[src/design/pts_pkg.sv]
// ----------------------------------------------------------------------------
// pts_pkg
// Shared op codes, field widths and arithmetic constants of the periodic
// task tick scheduler.
// ----------------------------------------------------------------------------
`timescale 1ns / 1ps

package pts_pkg;

    localparam int OP_W          = 2;
    localparam int INTERVAL_MS_W = 16;
    localparam int TASK_IDX_W    = 3;
    localparam int SECONDS_W     = 25;
    localparam int LOAD_W        = 32;
    localparam int TICK_W        = 32;
    localparam int PERIOD_W      = 14;

    localparam logic [OP_W-1:0] OP_TICK    = 2'd0;
    localparam logic [OP_W-1:0] OP_ADD     = 2'd1;
    localparam logic [OP_W-1:0] OP_SERVICE = 2'd2;

    // ticks = (ms * 16 + 62) / 125, the divide done as a reciprocal multiply
    localparam int CONV_IN_W    = INTERVAL_MS_W + 5;
    localparam int CONV_MUL_W   = 22;
    localparam int CONV_SHIFT   = 28;
    localparam logic [CONV_MUL_W-1:0] CONV_MUL = 22'd2147484;
    localparam logic [CONV_IN_W-1:0]  CONV_ROUND = 21'd62;

    localparam int SEC_SHIFT    = 7;
    localparam int MAX_DISPATCH = 8;
    localparam int FOUND_W      = 4;

    localparam logic [LOAD_W-1:0] LOAD_BASE     = 32'd64;
    localparam logic [LOAD_W-1:0] LOAD_PER_TASK = 32'd26;

endpackage

[src/design/pts_period_conv.sv]
// ----------------------------------------------------------------------------
// pts_period_conv
// Converts a period in milliseconds to 1/128 s ticks, rounded to nearest,
// with one register after the multiply.
// ----------------------------------------------------------------------------
`timescale 1ns / 1ps

module pts_period_conv
    import pts_pkg::*;
(
    input  logic                     aclk,
    input  logic [INTERVAL_MS_W-1:0] interval_ms,
    output logic [PERIOD_W-1:0]      period_ticks
);

    localparam int PROD_W = CONV_IN_W + CONV_MUL_W;

    logic [CONV_IN_W-1:0] scaled;
    logic [PROD_W-1:0]    prod_reg;
    logic [PROD_W-1:0]    prod_next;

    assign scaled    = {1'b0, interval_ms, 4'b0000} + CONV_ROUND;
    assign prod_next = PROD_W'(scaled) * PROD_W'(CONV_MUL);

    always_ff @(posedge aclk) begin
        prod_reg <= prod_next;
    end

    assign period_ticks = prod_reg[CONV_SHIFT +: PERIOD_W];

endmodule

[src/design/periodic_task_tick_scheduler_top.sv]
// ----------------------------------------------------------------------------
// periodic_task_tick_scheduler_top
// Table of periodic tasks advanced by a 1/128 s tick, with task add and
// in-order dispatch of ready tasks.
// ----------------------------------------------------------------------------
//  channel | direction | handshake         | payload
//  s_      | in        | s_valid / s_ready | s_op, s_interval_ms
//  m_      | out       | m_valid / m_ready | m_accepted, m_task_valid, m_task_index,
//          |           |                   | m_last, m_seconds, m_load_estimate
//
//  one word at a time; a single sequencer walks the task table one entry a cycle while the m_ side does not stall it
//  tick: the sequencer walks every registered task, then the result word
//  add: through the period multiplier's register, then the result word
//  service: a scan of the registered tasks, then a walk over the slots up to the
//  last ready one, each ready slot emitting a word (one empty word when none is ready)
//  reset is synchronous active low; the task table holds no reset and is written on add
//  a stalled m_ side holds the sequencer in its result or emit step; s_ready is low meanwhile
// ----------------------------------------------------------------------------
`timescale 1ns / 1ps

module periodic_task_tick_scheduler_top
    import pts_pkg::*;
#(
    parameter int TASKS = 8
) (
    input  logic                     aclk,
    input  logic                     aresetn,

    input  logic                     s_valid,
    output logic                     s_ready,
    input  logic [OP_W-1:0]          s_op,
    input  logic [INTERVAL_MS_W-1:0] s_interval_ms,

    output logic                     m_valid,
    input  logic                     m_ready,
    output logic                     m_accepted,
    output logic                     m_task_valid,
    output logic [TASK_IDX_W-1:0]    m_task_index,
    output logic                     m_last,
    output logic [SECONDS_W-1:0]     m_seconds,
    output logic [LOAD_W-1:0]        m_load_estimate
);

    localparam int IDX_W = (TASKS > 1) ? $clog2(TASKS) : 1;
    localparam int CNT_W = $clog2(TASKS + 1);

    localparam logic [2:0] S_IDLE   = 3'd0;
    localparam logic [2:0] S_TICK   = 3'd1;
    localparam logic [2:0] S_CONV   = 3'd2;
    localparam logic [2:0] S_SVC    = 3'd3;
    localparam logic [2:0] S_EMIT   = 3'd4;
    localparam logic [2:0] S_RESULT = 3'd5;

    logic [2:0]            state_reg, state_next;
    logic [CNT_W-1:0]      ptr_reg, ptr_next;
    logic [CNT_W-1:0]      cnt_reg, cnt_next;
    logic [FOUND_W-1:0]    found_reg, found_next;
    logic [TASKS-1:0]      pick_reg, pick_next;
    logic [TICK_W-1:0]     tick_reg, tick_next;
    logic [LOAD_W-1:0]     load_reg, load_next;
    logic                  res_acc_reg, res_acc_next;
    logic [CNT_W-1:0]      res_idx_reg, res_idx_next;

    logic [PERIOD_W-1:0]   task_period_reg  [TASKS];
    logic [PERIOD_W-1:0]   task_counter_reg [TASKS];
    logic [TASKS-1:0]      task_ready_reg;

    logic                  m_valid_reg;
    logic                  m_accepted_reg;
    logic                  m_task_valid_reg;
    logic [TASK_IDX_W-1:0] m_task_index_reg;
    logic                  m_last_reg;
    logic [SECONDS_W-1:0]  m_seconds_reg;
    logic [LOAD_W-1:0]     m_load_reg;

    logic                  out_free;
    logic                  out_load;
    logic                  out_acc;
    logic                  out_tv;
    logic [CNT_W-1:0]      out_idx;
    logic                  out_last;

    logic [IDX_W-1:0]      ptr_idx;
    logic [IDX_W-1:0]      cnt_idx;
    logic [TASKS-1:0]      ptr_sel;
    logic                  scan_end;
    logic                  hit;
    logic [PERIOD_W-1:0]   counter_inc;
    logic [PERIOD_W-1:0]   conv_ticks;

    pts_period_conv u_conv (
        .aclk         (aclk),
        .interval_ms  (s_interval_ms),
        .period_ticks (conv_ticks)
    );

    assign ptr_idx     = ptr_reg[IDX_W-1:0];
    assign cnt_idx     = cnt_reg[IDX_W-1:0];
    assign ptr_sel     = TASKS'(1) << ptr_idx;
    assign scan_end    = (CNT_W'(ptr_reg + 1'b1) == cnt_reg);
    assign hit         = task_ready_reg[ptr_idx];
    assign counter_inc = task_counter_reg[ptr_idx] + 1'b1;
    assign out_free    = !m_valid_reg || m_ready;
    assign s_ready     = (state_reg == S_IDLE);

    always_comb begin
        state_next   = state_reg;
        ptr_next     = ptr_reg;
        cnt_next     = cnt_reg;
        found_next   = found_reg;
        pick_next    = pick_reg;
        tick_next    = tick_reg;
        load_next    = load_reg;
        res_acc_next = res_acc_reg;
        res_idx_next = res_idx_reg;
        out_load     = 1'b0;
        out_acc      = 1'b0;
        out_tv       = 1'b0;
        out_idx      = '0;
        out_last     = 1'b0;

        unique case (state_reg)
            S_IDLE: begin
                if (s_valid) begin
                    ptr_next     = '0;
                    found_next   = '0;
                    pick_next    = '0;
                    res_acc_next = 1'b0;
                    res_idx_next = '0;
                    unique case (s_op)
                        OP_TICK: begin
                            tick_next  = tick_reg + 1'b1;
                            state_next = (cnt_reg == '0) ? S_RESULT : S_TICK;
                        end
                        OP_ADD: begin
                            state_next = (cnt_reg >= CNT_W'(TASKS)) ? S_RESULT : S_CONV;
                        end
                        OP_SERVICE: begin
                            load_next  = load_reg + LOAD_BASE
                                       + LOAD_PER_TASK * LOAD_W'(cnt_reg);
                            state_next = (cnt_reg == '0) ? S_EMIT : S_SVC;
                        end
                        default: begin
                            state_next = S_RESULT;
                        end
                    endcase
                end
            end
            S_TICK: begin
                ptr_next = CNT_W'(ptr_reg + 1'b1);
                if (scan_end) begin
                    state_next = S_RESULT;
                end
            end
            S_CONV: begin
                res_acc_next = 1'b1;
                res_idx_next = cnt_reg;
                cnt_next     = CNT_W'(cnt_reg + 1'b1);
                state_next   = S_RESULT;
            end
            S_SVC: begin
                if (hit) begin
                    pick_next[ptr_idx] = 1'b1;
                    found_next         = FOUND_W'(found_reg + 1'b1);
                end
                if (scan_end || (hit && (FOUND_W'(found_reg + 1'b1) == FOUND_W'(MAX_DISPATCH))))
                begin
                    ptr_next   = '0;
                    state_next = S_EMIT;
                end else begin
                    ptr_next = CNT_W'(ptr_reg + 1'b1);
                end
            end
            S_EMIT: begin
                if (pick_reg == '0) begin
                    // nothing ready: a single empty word
                    if (out_free) begin
                        out_load   = 1'b1;
                        out_last   = 1'b1;
                        state_next = S_IDLE;
                    end
                end else if (pick_reg[ptr_idx]) begin
                    if (out_free) begin
                        out_load           = 1'b1;
                        out_tv             = 1'b1;
                        out_idx            = ptr_reg;
                        out_last           = ((pick_reg & ~ptr_sel) == '0);
                        pick_next[ptr_idx] = 1'b0;
                        ptr_next           = CNT_W'(ptr_reg + 1'b1);
                        if (out_last) begin
                            state_next = S_IDLE;
                        end
                    end
                end else begin
                    ptr_next = CNT_W'(ptr_reg + 1'b1);
                end
            end
            S_RESULT: begin
                if (out_free) begin
                    out_load   = 1'b1;
                    out_acc    = res_acc_reg;
                    out_idx    = res_idx_reg;
                    out_last   = 1'b1;
                    state_next = S_IDLE;
                end
            end
            default: begin
                state_next = S_IDLE;
            end
        endcase
    end

    always_ff @(posedge aclk) begin
        if (!aresetn) begin
            state_reg   <= S_IDLE;
            ptr_reg     <= '0;
            cnt_reg     <= '0;
            found_reg   <= '0;
            pick_reg    <= '0;
            tick_reg    <= '0;
            load_reg    <= '0;
            m_valid_reg <= 1'b0;
        end else begin
            state_reg <= state_next;
            ptr_reg   <= ptr_next;
            cnt_reg   <= cnt_next;
            found_reg <= found_next;
            pick_reg  <= pick_next;
            tick_reg  <= tick_next;
            load_reg  <= load_next;
            if (out_load) begin
                m_valid_reg <= 1'b1;
            end else if (m_ready) begin
                m_valid_reg <= 1'b0;
            end
        end
    end

    // result payload and task table
    always_ff @(posedge aclk) begin
        res_acc_reg <= res_acc_next;
        res_idx_reg <= res_idx_next;
        if (out_load) begin
            m_accepted_reg   <= out_acc;
            m_task_valid_reg <= out_tv;
            m_task_index_reg <= TASK_IDX_W'(out_idx);
            m_last_reg       <= out_last;
            m_seconds_reg    <= tick_reg[SEC_SHIFT +: SECONDS_W];
            m_load_reg       <= load_reg;
        end
        if (state_reg == S_TICK) begin
            if (counter_inc >= task_period_reg[ptr_idx]) begin
                task_counter_reg[ptr_idx] <= '0;
                task_ready_reg[ptr_idx]   <= 1'b1;
            end else begin
                task_counter_reg[ptr_idx] <= counter_inc;
            end
        end
        if (state_reg == S_CONV) begin
            task_period_reg[cnt_idx]  <= conv_ticks;
            task_counter_reg[cnt_idx] <= '0;
            task_ready_reg[cnt_idx]   <= 1'b0;
        end
        if ((state_reg == S_SVC) && hit) begin
            task_ready_reg[ptr_idx] <= 1'b0;
        end
    end

    assign m_valid         = m_valid_reg;
    assign m_accepted      = m_accepted_reg;
    assign m_task_valid    = m_task_valid_reg;
    assign m_task_index    = m_task_index_reg;
    assign m_last          = m_last_reg;
    assign m_seconds       = m_seconds_reg;
    assign m_load_estimate = m_load_reg;

    a_cnt_bound: assert property (@(posedge aclk) disable iff (!aresetn)
        cnt_reg <= CNT_W'(TASKS))
        else $error("task count beyond table size");

    a_pick_bound: assert property (@(posedge aclk) disable iff (!aresetn)
        $countones(pick_reg) <= MAX_DISPATCH)
        else $error("more tasks picked than one service may dispatch");

    a_one_word: assert property (@(posedge aclk) disable iff (!aresetn)
        s_valid && s_ready |=> !s_ready)
        else $error("second word taken while one is in flight");

    a_fields: assert property (@(posedge aclk) disable iff (!aresetn)
        m_valid && m_task_valid |-> !m_accepted)
        else $error("dispatch word flagged as accepted add");

    a_emit_done: assert property (@(posedge aclk) disable iff (!aresetn)
        (state_reg == S_EMIT) && (state_next == S_IDLE) |=> pick_reg == '0)
        else $error("service finished with picked tasks left over");

endmodule

[config.mk]
export PLATFORM = sky130hd
export DESIGN_NAME = periodic_task_tick_scheduler_top
export DESIGN_NICKNAME = d
export VERILOG_FILES = /design/src/design/pts_pkg.sv /design/src/design/pts_period_conv.sv /design/src/design/periodic_task_tick_scheduler_top.sv
export SDC_FILE = /design/constraint.sdc
export NUM_CORES = 1
export LEC_CHECK = 0
export BUFFER_PORTS_ARGS = -buffer_cell sky130_fd_sc_hd__buf_2
export CORE_MARGIN = 10
export CORE_UTILIZATION = 60
export CTS_CLUSTER_DIAMETER = 30
export DETAILED_ROUTE_END_ITERATION = 16
export PLACE_DENSITY_LB_ADDON = 0.05
export SYNTH_ARGS = -nofsm -noshare
export SYNTH_HDL_FRONTEND = slang
export SYNTH_SLANG_ARGS = --single-unit
export TNS_END_PERCENT = 20
[constraint.sdc]
create_clock -name aclk -period 8.5 [get_ports aclk]
set_input_delay 0.85 -clock aclk [delete_from_list [all_inputs] [get_ports aclk]]
set_output_delay 0.85 -clock aclk [all_outputs]
set_load 0.02 [all_outputs]
; ---- Yosys cells after proc, flatten, opt, wreduce, memory -nomap -nowiden
; Memory sizes are Yosys's and may differ from the RTL's. A register that Yosys moved wholly into a read port is not among the register bits.
; Cells that the tools add are included.
[op_classes]
addsub = 8
multipliers = 2
n_lt_le_gt_ge = 6
n_eq_ne = 20
n_shift = 1
mux = 73
bitwise = 11
reduce_logical = 27
[op_table]
columns = op, n
row1 = $mux 8, 9
row2 = $mux 3, 20
row3 = $mul 21x20->40 const B, 1
row4 = $add 32x1->32 const B, 1
row5 = $add 32x7->32 const B, 1
row6 = $add 32x9->32, 1
row7 = $and 8x8->8, 4
row8 = $mux 14, 2
row9 = $mux 4, 6
row10 = $not 8->8, 3
row11 = $pmux 8 s3, 1
row12 = $mux 1, 22
row13 = $add 20x6->21 const B, 1
row14 = $pmux 3 s6, 1
row15 = $logic_not 8->1, 2
row16 = $or 8x8->8, 2
row17 = $pmux 4 s4, 1
row18 = $add 14x1->14 const B, 1
row19 = $ge 14x14->1, 1
row20 = $ne 2x2->1 const B, 7
row21 = $reduce_or 14->1, 1
row22 = $add 4x1->4 const B, 3
row23 = $ne 3x3->1 const B, 4
row24 = $pmux 3 s2, 2
row25 = other kinds (33), 51
[totals]
register_bits = 203
mem_bits_rw = 224
in_bits = 22
output_inout_bits = 65
elab_cells = 168
n_memories = 2
[mem_list]
columns = name, words, word_bits, rd, rd_ports_with_merged_regs, write_ports, line
row1 = task_counter_reg, 8, 14, 1, 1, 1, periodic_task_tick_scheduler_top.sv:65  ; logic [PERIOD_W-1:0] task_counter_reg [TASKS];
row2 = task_period_reg, 8, 14, 1, 1, 1, periodic_task_tick_scheduler_top.sv:64  ; logic [PERIOD_W-1:0] task_period_reg [TASKS];

; ---- Logic depth before layout (Yosys ltp)
; Gate-level depths: netlist of run 1.
[logic_depth]
ltp_word = 11
mapped_depth = 26
ltp_nobuf = 24

; ---- Modules after synthesis
; A second synthesis of run 1 with hierarchy kept.
[hier_totals]
hier_cells = 1845
area_unflattened_um2 = 22668.0
[by_module_without_submodules]
columns = module, n_inst, cells_each, area_each_um2
row1 = periodic_task_tick_scheduler_top, 1, 1224, 16932.5
row2 = pts_period_conv, 1, 621, 5735.5

; ---- Worst setup path after synthesis of run 1
; No wires, ideal clock.
[synth_path]
path_type = in2reg
startpoint = input port s_interval_ms[0]
endpoint = register u_conv.prod_reg[41]
t_arrival_ns = 6.761
required_time_ns = 8.442
path_slack_ns = 1.681
path_stages = 21
path_buffers = 1
path_cell_list = clkbuf_1 -> inv_1 -> ha_1 -> nor4_1 -> xor2_1 -> ha_1 -> ha_1 -> ha_1 -> fa_1 -> inv_1 -> fa_1 -> inv_1 -> ha_1 -> ha_1 -> ha_1 -> and3_1 -> a211o_1 -> a311oi_1 -> o221ai_1 -> a41oi_1 -> o21a_1
[synth_between]
elab_chain_cells = 2
[synth_lines]
columns = element, line
row1 = start: declaration, periodic_task_tick_scheduler_top.sv:32  ; input logic [INTERVAL_MS_W-1:0] s_interval_ms,
row2 = $add 20x6->21, pts_period_conv.sv:22  ; assign scaled = {1'b0, interval_ms, 4'b0000} + CONV_ROUND;
row3 = $mul 21x20->40, pts_period_conv.sv:23  ; assign prod_next = PROD_W'(scaled) * PROD_W'(CONV_MUL);
row4 = net u_conv.prod_next[41], pts_period_conv.sv:20  ; logic [PROD_W-1:0] prod_next;
row5 = end signal: assignment, pts_period_conv.sv:26  ; prod_reg <= prod_next;
row6 = end: declaration, pts_period_conv.sv:19  ; logic [PROD_W-1:0] prod_reg;
; The timed path passes the listed nets, and every way through them passes these cells.
; A chain may end at the register's enable or synchronous reset.

; ---- Final worst setup path of run 1
; Ends and elaborated chain as after synthesis.

==> summary.md, run 1 <==
| Metric | Value |
|---|---|
| Status | `completed` |
| Synthesized cell area | `22400 sq um` |
| Clk root buf | `clkbuf_16` |
| H-Tree Depth | `3` |
| Die area | `45500 sq um` |
| Ys flop type | `edfxtp_1` |
| HP Class | `flop to flop` |
| Post-synth ARST share | `0%` |
| Syn Inst Count | `roughly 1800` |
| Power Density | `338 nW/um^2` |
| Synth area leader | `edfxtp_1` |
| Crit Path Class | `input port to flop` |
| Vias per inst | `5.82` |
| Final nets | `2240` |
| Max Clock Skew | `23.3 ps` |
| Setup Buffers After CTS | `0` |
| CP Launch Type | `input port` |
| Cell mode on critical path | `ha_1` |
| Total of fill cells in the finished design | `2615` |
| EDFF count, synth | `290` |
| Arrival time worst endpoint | `7600 ps` |
| I/O Pins | `87` |
| Register-to-register setup slack | `between 3000 and 4000 ps` |
| Iter 0 DRT Violations | `about 900` |
| Area contributors post-synth | `edfxtp_1 39%, ha_1 12%, dfxtp_1 10%` |
| R2R Path End | `load_reg[29]$_SDFFE_PN0P_` |
| Congestion Overflow GR | `0` |
| Worst r2r src | `cnt_reg[1]$_SDFFE_PN0P_` |
| CTS Buf Count | `74` |
| Minimum clock period | `7070 ps` |
| Chip height | `213 microns` |
| Core Area | `between 30000 and 40000 sq um` |
| Clk slew on worst S/H paths | `50 ps` |
| Initial antenna violation count | `0` |
| Fin Setup TNS | `0 ps` |
| Post-Syn Area per Cell | `12.5 sq um` |
| Critical path capture point type | `flop` |
| Chip Width | `between 200 and 250 microns` |
| Period Utilization, post-route | `83.2%` |
| Port Buffer Count | `85` |
| Crit path launch | `s_interval_ms[0]` |
| Cts hold-fix bufs | `0` |
| Top cell type's share of synthesized area | `38.8%` |
| Largest net degree at the start of global routing | `64` |
| VDD IR-drop max | `0.212 mV` |
| Commonest non-fill, non-tap cells in the layout | `290 x edfxtp_1, 208 x ha_1, 201 x inv_1` |
| Clock Latency Late Sink | `between 500 and 600 ps` |
| Total power | `slightly below 9 mW` |
| Fin area | `25900 sq um` |
| CP Capture Point | `u_conv.prod_reg[41]$_DFF_P_` |
| Detailed Place HPWL | `34.5 mm` |
| Number of global-route vias before repair | `14754` |
| RSZ-0062 raised after global routing | `no` |
| Critical Path RT | `around 9000 ps` |
| Starting Density | `61.0%` |
| Library cells used by synthesis | `76` |
| Fin. max-slew vios | `0` |
| Post-CTS resize count | `0` |
| R2R depth | `17` |
| Final setup viols | `0` |
| DRT antenna net count | `0` |
| Synth warn | `0` |
| Placed inst area | `approximately 23000 sq um` |
| Via count | `approximately 14000` |
| Critical Path Max Stage Delay | `700 ps` |
| DR WL/cell | `20.1 microns` |
| Crit Path Max Fanout | `11` |
| Peak Freq | `0.141 GHz` |
| Global-route wire length before repair | `approximately 80 mm` |
| Clk sinks | `402` |
| Max transition margin | `26.4%` |
| CP max stage cell | `xor2_1` |
| # DRC | `0` |
| Static leakage | `10.5 nW` |
| Clock Path Buffers | `3` |
| GPL Wtd Cong | `0.920` |
| Non-filler cells, final | `2456` |
| Syn_nets | `roughly 2100` |
| Overall routed net length | `about 49 mm` |
| Worst Tran Pin Value | `1100 ps` |
| Total Routing Usage GR | `22.5%` |
| Area added between synthesis and finish | `15.5%` |
| Inst Count DP | `approximately 2300` |
| Seq/Total Area, Yosys | `48.8%` |
| Layout cells sized above 1 | `15.7%` |
| MaxCap Viol Count | `0` |
| Final hold viol count | `0` |
| #FFs+latches synth | `402` |
| CTS tree | `done` |
| Rows | `70` |
| Critical Path, Cell by Cell | `buf_2 > inv_1 > ha_1 > nor4_1 > xor2_1 > ha_1 > ha_1 > ha_1 > fa_1 > inv_1 > fa_1 > inv_1 > ha_1 > ha_1 > ha_1 > and3_1 > a211o_1 > a311oi_1 > o221ai_1 > a41oi_1 > o21a_1` |
| Detailed Routing Iterations Pass 1 | `6` |
| Commonest non-fill, non-tap cell in the layout | `edfxtp_1` |
| Diodes inserted | `0` |
## through the flow
step	util, %	hold slack, ps	worst slack [ps]
2_1_floorplan	-	408	1680
4_1_cts	70.4	428	1450
3_5_place_dp	63.6	421	860
6_report	70.4	426	1430
5_1_grt	70.4	451	938
3_3_place_gp	63.6	432	954
## routing by layer
metal / global-route usage (%) / wire length [microns] / vias up / part of all wire (%)
met3: 3.50 / 2170 / 79 / 4.4
li1: - / - / 6786 / -
met4: 7.68 / 1090 / 0 / 2.2
met1: 28.3 / 21100 / 7043 / 43
met2: 38.9 / 25000 / 382 / 51
met5: 0 / 0 / - / 0
## how the worst min path moves through the flow
stage	startpoint	to	slack, ps	depth (start not counted)
global route	tick_reg[31]$_SDFFE_PN0P_	m_seconds[24]$_DFFE_PP_	450	0
floorplan	load_reg[12]$_SDFFE_PN0P_	m_load_estimate[12]$_DFFE_PP_	410	0
CTS	load_reg[12]$_SDFFE_PN0P_	m_load_estimate[12]$_DFFE_PP_	430	0
finish	load_reg[12]$_SDFFE_PN0P_	m_load_estimate[12]$_DFFE_PP_	430	0
global placement	load_reg[12]$_SDFFE_PN0P_	m_load_estimate[12]$_DFFE_PP_	430	0
detailed placement	load_reg[12]$_SDFFE_PN0P_	m_load_estimate[12]$_DFFE_PP_	420	0
## synthesized netlist by cell type, drive strengths merged (3+ instances only)
cell / instances
a32o: 8
nor2b: 14
edfxtp: 290
a311oi: 3
nor2: 118
dfxtp: 112
and3: 39
nand4: 33
o221ai: 4
or4: 5
xor2: 57
nand3b: 3
a21boi: 5
nand2b: 10
nor4: 4
mux2: 4
or3: 10
o22ai: 4
clkbuf: 32
mux2i: 31
xnor2: 45
ha: 208
nor3: 20
or2: 8
inv: 202
o31ai: 3
a31oi: 11
and2: 11
a211oi: 15
mux4: 60
a2111oi: 3
buf: 20
o21ai: 48
a21oi: 71
nand3: 43
o21bai: 7
a21o: 17
and4: 6
fa: 83
nand2: 80
o21a: 10
## power by group
group | internal [mW] | leakage, nW | switching, mW
logic | 1.32 | 5.75 | 2.05
registers | 2.38 | 3.59 | 0.134
clock network | 1.87 | 1.21 | 1.01
total | 5.57 | 10.5 | 3.19
## critical path: cells and delay by family
kind / cells / cell delay (ps)
buf+inv: 4 / 540
fa+ha+maj: 9 / 3370
simple gates: 2 / 810
xor+xnor: 1 / 700
compound gates: 5 / 1300
## area by class of cell
| class | instances | area [sq um] | area share [%] |
|---|---|---|---|
| flip-flops and latches | 402 | 11000 | 42.3 |
| clock inverters | 47 | 480 | 1.85 |
| repair buffers | 109 | 606 | 2.34 |
| clock buffers | 90 | 2020 | 7.79 |
| inverters | 203 | 762 | 2.94 |
| well taps | 468 | 586 | 2.26 |
| multi-input cells | 1137 | 10500 | 40.5 |
## cells by family (layout without fill, tap and decap cells)
| family | after synthesis | count (layout) | share of synthesized area (%) |
|---|---|---|---|
| xor gates and xnor gates | 102 | 102 | 3.98 |
| AOI/OAI and AO/OA | 235 | 235 | 6.82 |
| DFF | 402 | 402 | 48.8 |
| and+or+nand+nor | 413 | 413 | 9.32 |
| other | 1 | 1 | 0.0167 |
| buffers and inverters | 255 | 449 | 4.44 |
| muxes | 95 | 95 | 7.61 |
| adders and majority gates | 291 | 291 | 19.0 |
(Power assumes the default switching activity.)
==> run 2, diff against run 1 <==
--- a/config.mk
+++ b/config.mk
@@ -7,7 +7,7 @@
 export LEC_CHECK = 0
 export BUFFER_PORTS_ARGS = -buffer_cell sky130_fd_sc_hd__buf_2
 export CORE_MARGIN = 10
-export CORE_UTILIZATION = 60
+export CORE_UTILIZATION = 57
 export CTS_CLUSTER_DIAMETER = 30
 export DETAILED_ROUTE_END_ITERATION = 16
 export PLACE_DENSITY_LB_ADDON = 0.05
==> constraint.sdc (replaced) <==
create_clock -name aclk -period 6.2 [get_ports aclk]
set_input_delay 0.62 -clock aclk [delete_from_list [all_inputs] [get_ports aclk]]
set_output_delay 0.62 -clock aclk [all_outputs]
set_load 0.02 [all_outputs]
==> summary.md, run 2 (synthesized netlist as in run 1, its figures left out) <==
| Metric | Value |
|---|---|
| Critical Path RT | `6760 ps (-2270 ps)` |
| CTS tree | `done` |
| Crit Path Class | `input port to flop` |
| Clk root buf | `clkbuf_16` |
| Switching portion of total power | `36.0% (-0.43 points)` |
| Peak Freq | `0.167 GHz` |
| Hold_ws | `409 ps (-16.6 ps)` |
| Hold Crit Depth | `3 (+3)` |
| CP Launch Type | `input port` |
| Commonest non-fill, non-tap cells in the layout | `290 x edfxtp_1, 207 x ha_1, 201 x inv_1` |
| Clk slew on worst S/H paths | `60 ps (about the same)` |
| Vias per inst | `5.60 (-3.7%)` |
| Setup ws final | `223 ps (-1210 ps)` |
| Commonest non-fill, non-tap cell in the layout | `edfxtp_1` |
| Detailed Place HPWL | `36.3 mm (+5.2%)` |
| I/O Pins | `87 (unchanged)` |
| Static leakage | `11.1 nW (+5.2%)` |
| Total power | `13.0 mW (+48%)` |
| Setup slack at placement | `-376 ps (-1240 ps)` |
| Global-route wire length before repair | `82.3 mm (+3.1%)` |
| Power Density | `482 nW/um^2 (+43%)` |
| Max transition margin | `23.1% (-3.3 points)` |
| Chip Width | `218 microns (+2.4%)` |
| DR WL/cell | `19.3 microns (-3.9%)` |
| Detailed Routing Iterations Pass 1 | `5 (-1)` |
| Rows | `72 (+2.9%)` |
| Final setup viols | `0 (unchanged)` |
| Port Buffer Count | `85 (unchanged)` |
| HP Start | `m_ready` |
| Final nets | `2326 (+3.8%)` |
| CTS Buf Count | `78 (+5.4%)` |
| Worst Tran Pin Value | `1150 ps (+49.8 ps)` |
| Clk sinks | `402 (unchanged)` |
| Minimum clock period | `5980 ps` |
| Non-filler cells, final | `2597 (+5.7%)` |
| Diodes inserted | `0 (unchanged)` |
| Max Clock Skew | `35.0 ps (+11.7 ps)` |
| # DRC | `0 (unchanged)` |
| Layout cells sized above 1 | `20.1% (+4.4 points)` |
| Starting Density | `57.8% (-3.2 points)` |
| Fin area | `27000 sq um (+4.1%)` |
| Inst Count DP | `2451 (+5.7%)` |
| Crit Path Max Fanout | `5 (-6)` |
| H-Tree Depth | `3 (unchanged)` |
| RSZ-0062 raised after global routing | `no` |
| Status | `completed` |
| Fin Setup TNS | `0 ps (unchanged)` |
| Number of global-route vias before repair | `15335 (+3.9%)` |
| MaxCap Viol Count | `0 (unchanged)` |
| Gate power share | `40.3% (+1.8 points)` |
| Final Util | `69.4% (-0.98 points)` |
| Chip height | `218 microns (+2.4%)` |
| Total Routing Usage GR | `21.8% (-0.67 points)` |
| Cts hold-fix bufs | `0 (unchanged)` |
| Iter 0 DRT Violations | `966 (+10%)` |
| Total of fill cells in the finished design | `2759 (+5.5%)` |
| Clock Power Share | `33.2% (+0.4 points)` |
| Die area | `47700 sq um (+4.8%)` |
| R2R depth | `17 (unchanged)` |
| Critical path capture point type | `flop` |
| Sequential power share | `26.4% (-2.3 points)` |
| Cell internal pwr | `8.33 mW (+49%)` |
| GPL Wtd Cong | `0.945 (+2.8%)` |
| VDD IR-drop max | `0.249 mV (+18%)` |
| HP Class | `input port to flop` |
| Fin. max-slew vios | `0 (unchanged)` |
| Initial antenna violation count | `0 (unchanged)` |
| Worst r2r src | `cnt_reg[1]$_SDFFE_PN0P_` |
| Largest net degree at the start of global routing | `64 (unchanged)` |
| Core Area | `38800 sq um (+5.6%)` |
| Register-to-register setup slack | `1230 ps (-2420 ps)` |
| DRT antenna net count | `0 (unchanged)` |
| Area added between synthesis and finish | `20.2%` |
| Placed inst area | `24200 sq um (+3.2%)` |
| Arrival time worst endpoint | `6540 ps (-1060 ps)` |
| Via count | `14550 (+1.8%)` |
| Congestion Overflow GR | `0 (unchanged)` |
| Overall routed net length | `50.2 mm (+1.6%)` |
| Period Utilization, post-route | `96.4%` |
| Clock Path Buffers | `3 (unchanged)` |
| Final hold viol count | `0 (unchanged)` |
| Crit path launch | `s_interval_ms[0]` |
| Switch Pwr | `4.68 mW (+47%)` |
| Clock Latency Late Sink | `610 ps (+20 ps)` |
-- run 2: changes by cell type in the layout (fill, tap and decap cells not counted), sizes merged --
cell and change:
bufinv +5, clkinvlp +1, clkinv +1, inv +4, clkbuf -2, buf +82
-- run 2: final timing paths --
check,to
max,u_conv.prod_reg[30]$_DFF_P_
min,m_valid$_SDFFE_PN0P_
min reg2reg,m_load_estimate[12]$_DFFE_PP_
max reg2reg,load_reg[23]$_SDFFE_PN0P_
-- run 2: cell type report --
type / count / area (sq um) / share of cell area [%]
flip-flops and latches: 402 / 11000 / 40.6
multi-input cells: 1137 / 10600 / 39.2
clock buffers: 88 / 2000 / 7.42
repair buffers: 191 / 1230 / 4.58
clock inverters: 58 / 781 / 2.90
inverters: 203 / 762 / 2.83
well taps: 518 / 648 / 2.40
-- run 2: timing repair --
item / 4_1_cts / 5_1_grt
resized for setup: 0 / 3
setup endpoints to repair: 0 / 3
setup buffers: 0 / 0
-- run 2: per-layer routing --
metal | up-vias | wire (microns) | GRT usage (%)
met2 | 368 | 25400 | 37.0
met5 | - | 0 | 0
li1 | 6969 | - | -
met4 | 0 | 1680 | 9.28
met1 | 7111 | 21000 | 27.2
met3 | 102 | 2220 | 3.65
-- run 2: critical path, cell delays in order --
cell     delay [ps]
buf_2           100
inv_1            70
buf_4           140
a21oi_1         220
nand4_1         190
buf_4           180
xnor2_1         350
ha_1            350
fa_1            500
inv_1            50
fa_1            470
inv_1            50
fa_1            500
fa_1            500
ha_1            330
ha_1            390
buf_4           140
nand2_1          50
nor2_1          140
nand4_1         180
a31oi_2         300
buf_4           180
nor2_1           40
xnor2_1         320
buf_4           180
-- run 2: power by group through the flow --
stage / Sequential, mW / Clock [mW] / Combinational, mW
after floorplan: 3.56 / 0 / 3.26
after global placement: 3.47 / 0 / 5.17
after detailed placement: 3.49 / 0 / 5.18
after CTS: 3.44 / 4.39 / 5.24
after global routing: 3.47 / 4.54 / 5.85
final: 3.44 / 4.32 / 5.24
==> run 3, diff against run 2 <==
--- a/config.mk
+++ b/config.mk
@@ -5,13 +5,14 @@
 export SDC_FILE = /design/constraint.sdc
 export NUM_CORES = 1
 export LEC_CHECK = 0
-export BUFFER_PORTS_ARGS = -buffer_cell sky130_fd_sc_hd__buf_2
+export BUFFER_PORTS_ARGS = -buffer_cell sky130_fd_sc_hd__buf_4
 export CORE_MARGIN = 10
-export CORE_UTILIZATION = 57
+export CORE_UTILIZATION = 60
 export CTS_CLUSTER_DIAMETER = 30
 export DETAILED_ROUTE_END_ITERATION = 16
 export PLACE_DENSITY_LB_ADDON = 0.05
 export SYNTH_ARGS = -nofsm -noshare
 export SYNTH_HDL_FRONTEND = slang
+export SYNTH_HIERARCHICAL = 1
 export SYNTH_SLANG_ARGS = --single-unit
 export TNS_END_PERCENT = 20
==> constraint.sdc (replaced) <==
create_clock -name aclk -period 6.7 [get_ports aclk]
set_input_delay 0.67 -clock aclk [delete_from_list [all_inputs] [get_ports aclk]]
set_output_delay 0.67 -clock aclk [all_outputs]
set_load 0.02 [all_outputs]
==> summary.md, run 3 <==
| Metric | Value |
|---|---|
| EDFF count, synth | `290 (unchanged)` |
| Ys flop type | `edfxtp_1` |
| Clk slew on worst S/H paths | `40 ps (-20 ps)` |
| Crit Path Class | `input port to flop` |
| Library cells used by synthesis | `68 (-11%)` |
| Congestion Overflow GR | `0 (unchanged)` |
| Starting Density | `60.5% (+2.7 points)` |
| Largest net degree at the start of global routing | `68 (+6.3%)` |
| MaxCap Viol Count | `0 (unchanged)` |
| Peak Freq | `between 0.15 and 0.2 GHz` |
| Global-route wire length before repair | `84.3 mm (+2.5%)` |
| Via count | `14895 (+2.4%)` |
| Overall routed net length | `51.8 mm (+3.1%)` |
| Clock Path Buffers | `3 (unchanged)` |
| Final setup viols | `0 (unchanged)` |
| Port Buffer Count | `85 (unchanged)` |
| Rows | `71 (-1.4%)` |
| CTS Buf Count | `79 (+1.3%)` |
| Post-Syn Area per Cell | `12.3 sq um (-1.8%)` |
| Seq/Total Area, Yosys | `48.3% (-0.50 points)` |
| Minimum clock period | `slightly above 6000 ps` |
| Max transition margin | `29.5% (+6.5 points)` |
| Commonest non-fill, non-tap cells in the layout | `290 x edfxtp_1, 210 x ha_1, 182 x inv_1` |
| GPL Wtd Cong | `0.987 (+4.4%)` |
| # DRC | `0 (unchanged)` |
| Top cell type's share of synthesized area | `38.4% (-0.40 points)` |
| Commonest non-fill, non-tap cell in the layout | `edfxtp_1` |
| Die area | `46000 sq um (-3.7%)` |
| Cts hold-fix bufs | `0 (unchanged)` |
| Syn Inst Count | `1845 (+2.8%)` |
| Max Clock Skew | `32.3 ps (-2.70 ps)` |
| Clk root buf | `clkbuf_16` |
| Setup Buffers After CTS | `0 (unchanged)` |
| RSZ-0062 raised after global routing | `no` |
| Area added between synthesis and finish | `18.0%` |
| Iter 0 DRT Violations | `941 (-2.6%)` |
| Total Routing Usage GR | `22.9% (+1.0 points)` |
| Area contributors post-synth | `edfxtp_1 38%, ha_1 12%, dfxtp_1 9.9%` |
| Initial antenna violation count | `0 (unchanged)` |
| Cell internal pwr | `7.73 mW (-7.1%)` |
| Final nets | `2317 (-0.39%)` |
| DR WL/cell | `20.1 microns (+3.8%)` |
| Fin. max-slew vios | `0 (unchanged)` |
| Synth warn | `6 (+6)` |
| Synthesized cell area | `22700 sq um (+1.0%)` |
| Clock Power Share | `31.4% (-1.8 points)` |
| Chip height | `214 microns (-1.8%)` |
| Diodes inserted | `0 (unchanged)` |
| Critical Path RT | `7160 ps (+400 ps)` |
| Gate power share | `41.5% (+1.2 points)` |
| Detailed Routing Iterations Pass 1 | `6 (+1)` |
| VDD IR-drop max | `0.251 mV (+0.70%)` |
| DRT antenna net count | `0 (unchanged)` |
| Vias per inst | `5.77 (+3.0%)` |
| Switching portion of total power | `37.4% (+1.4 points)` |
| Placed inst area | `24100 sq um (-0.47%)` |
| Detailed Place HPWL | `36.3 mm (+0.16%)` |
| Post-synth ARST share | `0% (unchanged)` |
| Synth area leader | `edfxtp_1` |
| #FFs+latches synth | `402 (unchanged)` |
| I/O Pins | `87 (unchanged)` |
| Core Area | `37500 sq um (-3.4%)` |
| Period Utilization, post-route | `93.0%` |
| Arrival time worst endpoint | `6690 ps (+150 ps)` |
| HP Class | `flop to flop` |
| Status | `completed` |
| Static leakage | `10.9 nW (-1.9%)` |
| Number of global-route vias before repair | `15859 (+3.4%)` |
| Switch Pwr | `4.62 mW (-1.2%)` |
| Syn_nets | `2160 (+2.5%)` |
| CP Launch Type | `input port` |
| Setup slack at placement | `-67.8 ps (+308 ps)` |
| Fin area | `26800 sq um (-0.78%)` |
| Hold_ws | `444 ps (+34.7 ps)` |
| CTS tree | `done` |
| Clock Latency Late Sink | `600 ps (about the same)` |
| Post-CTS resize count | `0 (unchanged)` |
| Layout cells sized above 1 | `15.9% (-4.3 points)` |
| Non-filler cells, final | `2580 (-0.65%)` |
| Top post-synthesis cells by count | `290 x edfxtp_1, 210 x ha_1, 182 x inv_1` |
| Chip Width | `214 microns (-1.8%)` |
| Power Density | `462 nW/um^2 (-4.3%)` |
| H-Tree Depth | `3 (unchanged)` |
| Count leader, synth | `edfxtp_1` |
| Setup ws final | `471 ps (+248 ps)` |
| Sequential power share | `27.2% (+0.8 points)` |
| Clk sinks | `402 (unchanged)` |
| Final hold viol count | `0 (unchanged)` |
| Worst Tran Pin Value | `1060 ps (-92.9 ps)` |
| Inst Count DP | `2432 (-0.78%)` |
| Crit Path Max Fanout | `6 (+1)` |
| Final Util | `71.4% (+1.9 points)` |
| Critical path capture point type | `flop` |
## run 3: power groups by stage
| stage | clock network [mW] | logic, mW | registers (mW) |
|---|---|---|---|
| 3_5_place_dp | 0 | 5.05 | 3.40 |
| 6_report | 3.87 | 5.12 | 3.35 |
| 5_1_grt | 4.06 | 5.76 | 3.39 |
| 4_1_cts | 3.92 | 5.12 | 3.36 |
| 3_3_place_gp | 0 | 4.97 | 3.39 |
| 2_1_floorplan | 0 | 3.56 | 3.41 |
## run 3: area by class of cell
type	instances	area (sq um)
Sequential cell	402	11000
Multi-Input combinational cell	1211	10800
Fill cell	2629	10700
Clock buffer	105	2150
Timing Repair Buffer	126	946
Inverter	182	683
Tap cell	511	639
Clock inverter	43	547
## run 3: path summary, 6_finish.rpt
path / from / depth (start not counted) / slack (ps) / end
max reg2reg: flop / 14 / 1770 / task_counter_reg[3][13]$_DFFE_PP_
min: tick_reg[30]$_SDFFE_PN0P_ / 0 / 440 / m_seconds[23]$_DFFE_PP_
min reg2reg: tick_reg[30]$_SDFFE_PN0P_ / 0 / 440 / m_seconds[23]$_DFFE_PP_
max: s_interval_ms[1] / 23 / 470 / u_conv/prod_reg[38]$_DFF_P_
## run 3: metal layers
metal  global-route usage [%]  up-vias  wire (microns)  share of wire (%)
met1                     28.3     7393           21600                 42
met5                        0        -               0                  0
met3                     3.39       98            2120                4.1
li1                         -     7004               -                  -
met4                     9.78        0            1710                3.3
met2                     39.3      400           26300                 51
## run 3: worst max-delay path: stages
cell and delay (ps):
buf_4 100, inv_1 80, ha_1 230, nor3_1 290
buf_4 180, xor2_1 150, buf_4 210, ha_1 270
fa_1 440, fa_1 620, fa_1 460, fa_1 550
inv_1 60, fa_1 520, inv_1 40, ha_1 370
nand3_1 150, nor4_1 400, o211ai_1 160, nand4_1 200
nor4b_1 310, nor3_1 100, xnor2_1 130
## run 3: kinds of logic (layout without fill, tap and decap cells)
family	count (synthesis)	count (layout)	synth area share, %
muxes	92	92	7.29
DFF	402	402	48.3
buffers and inverters	232	456	3.94
adders and majority gates	293	293	18.9
AOI/OAI and AO/OA	272	272	7.58
other	1	1	0.0165
and+or+nand+nor	459	459	10.3
xor gates and xnor gates	94	94	3.63
## run 3: metrics by stage
stage	power, mW	TNS, ps
2_1_floorplan	6.97	0
3_3_place_gp	8.36	0
3_5_place_dp	8.46	-67.8
4_1_cts	12.4	0
5_1_grt	13.2	0
6_report	12.4	0
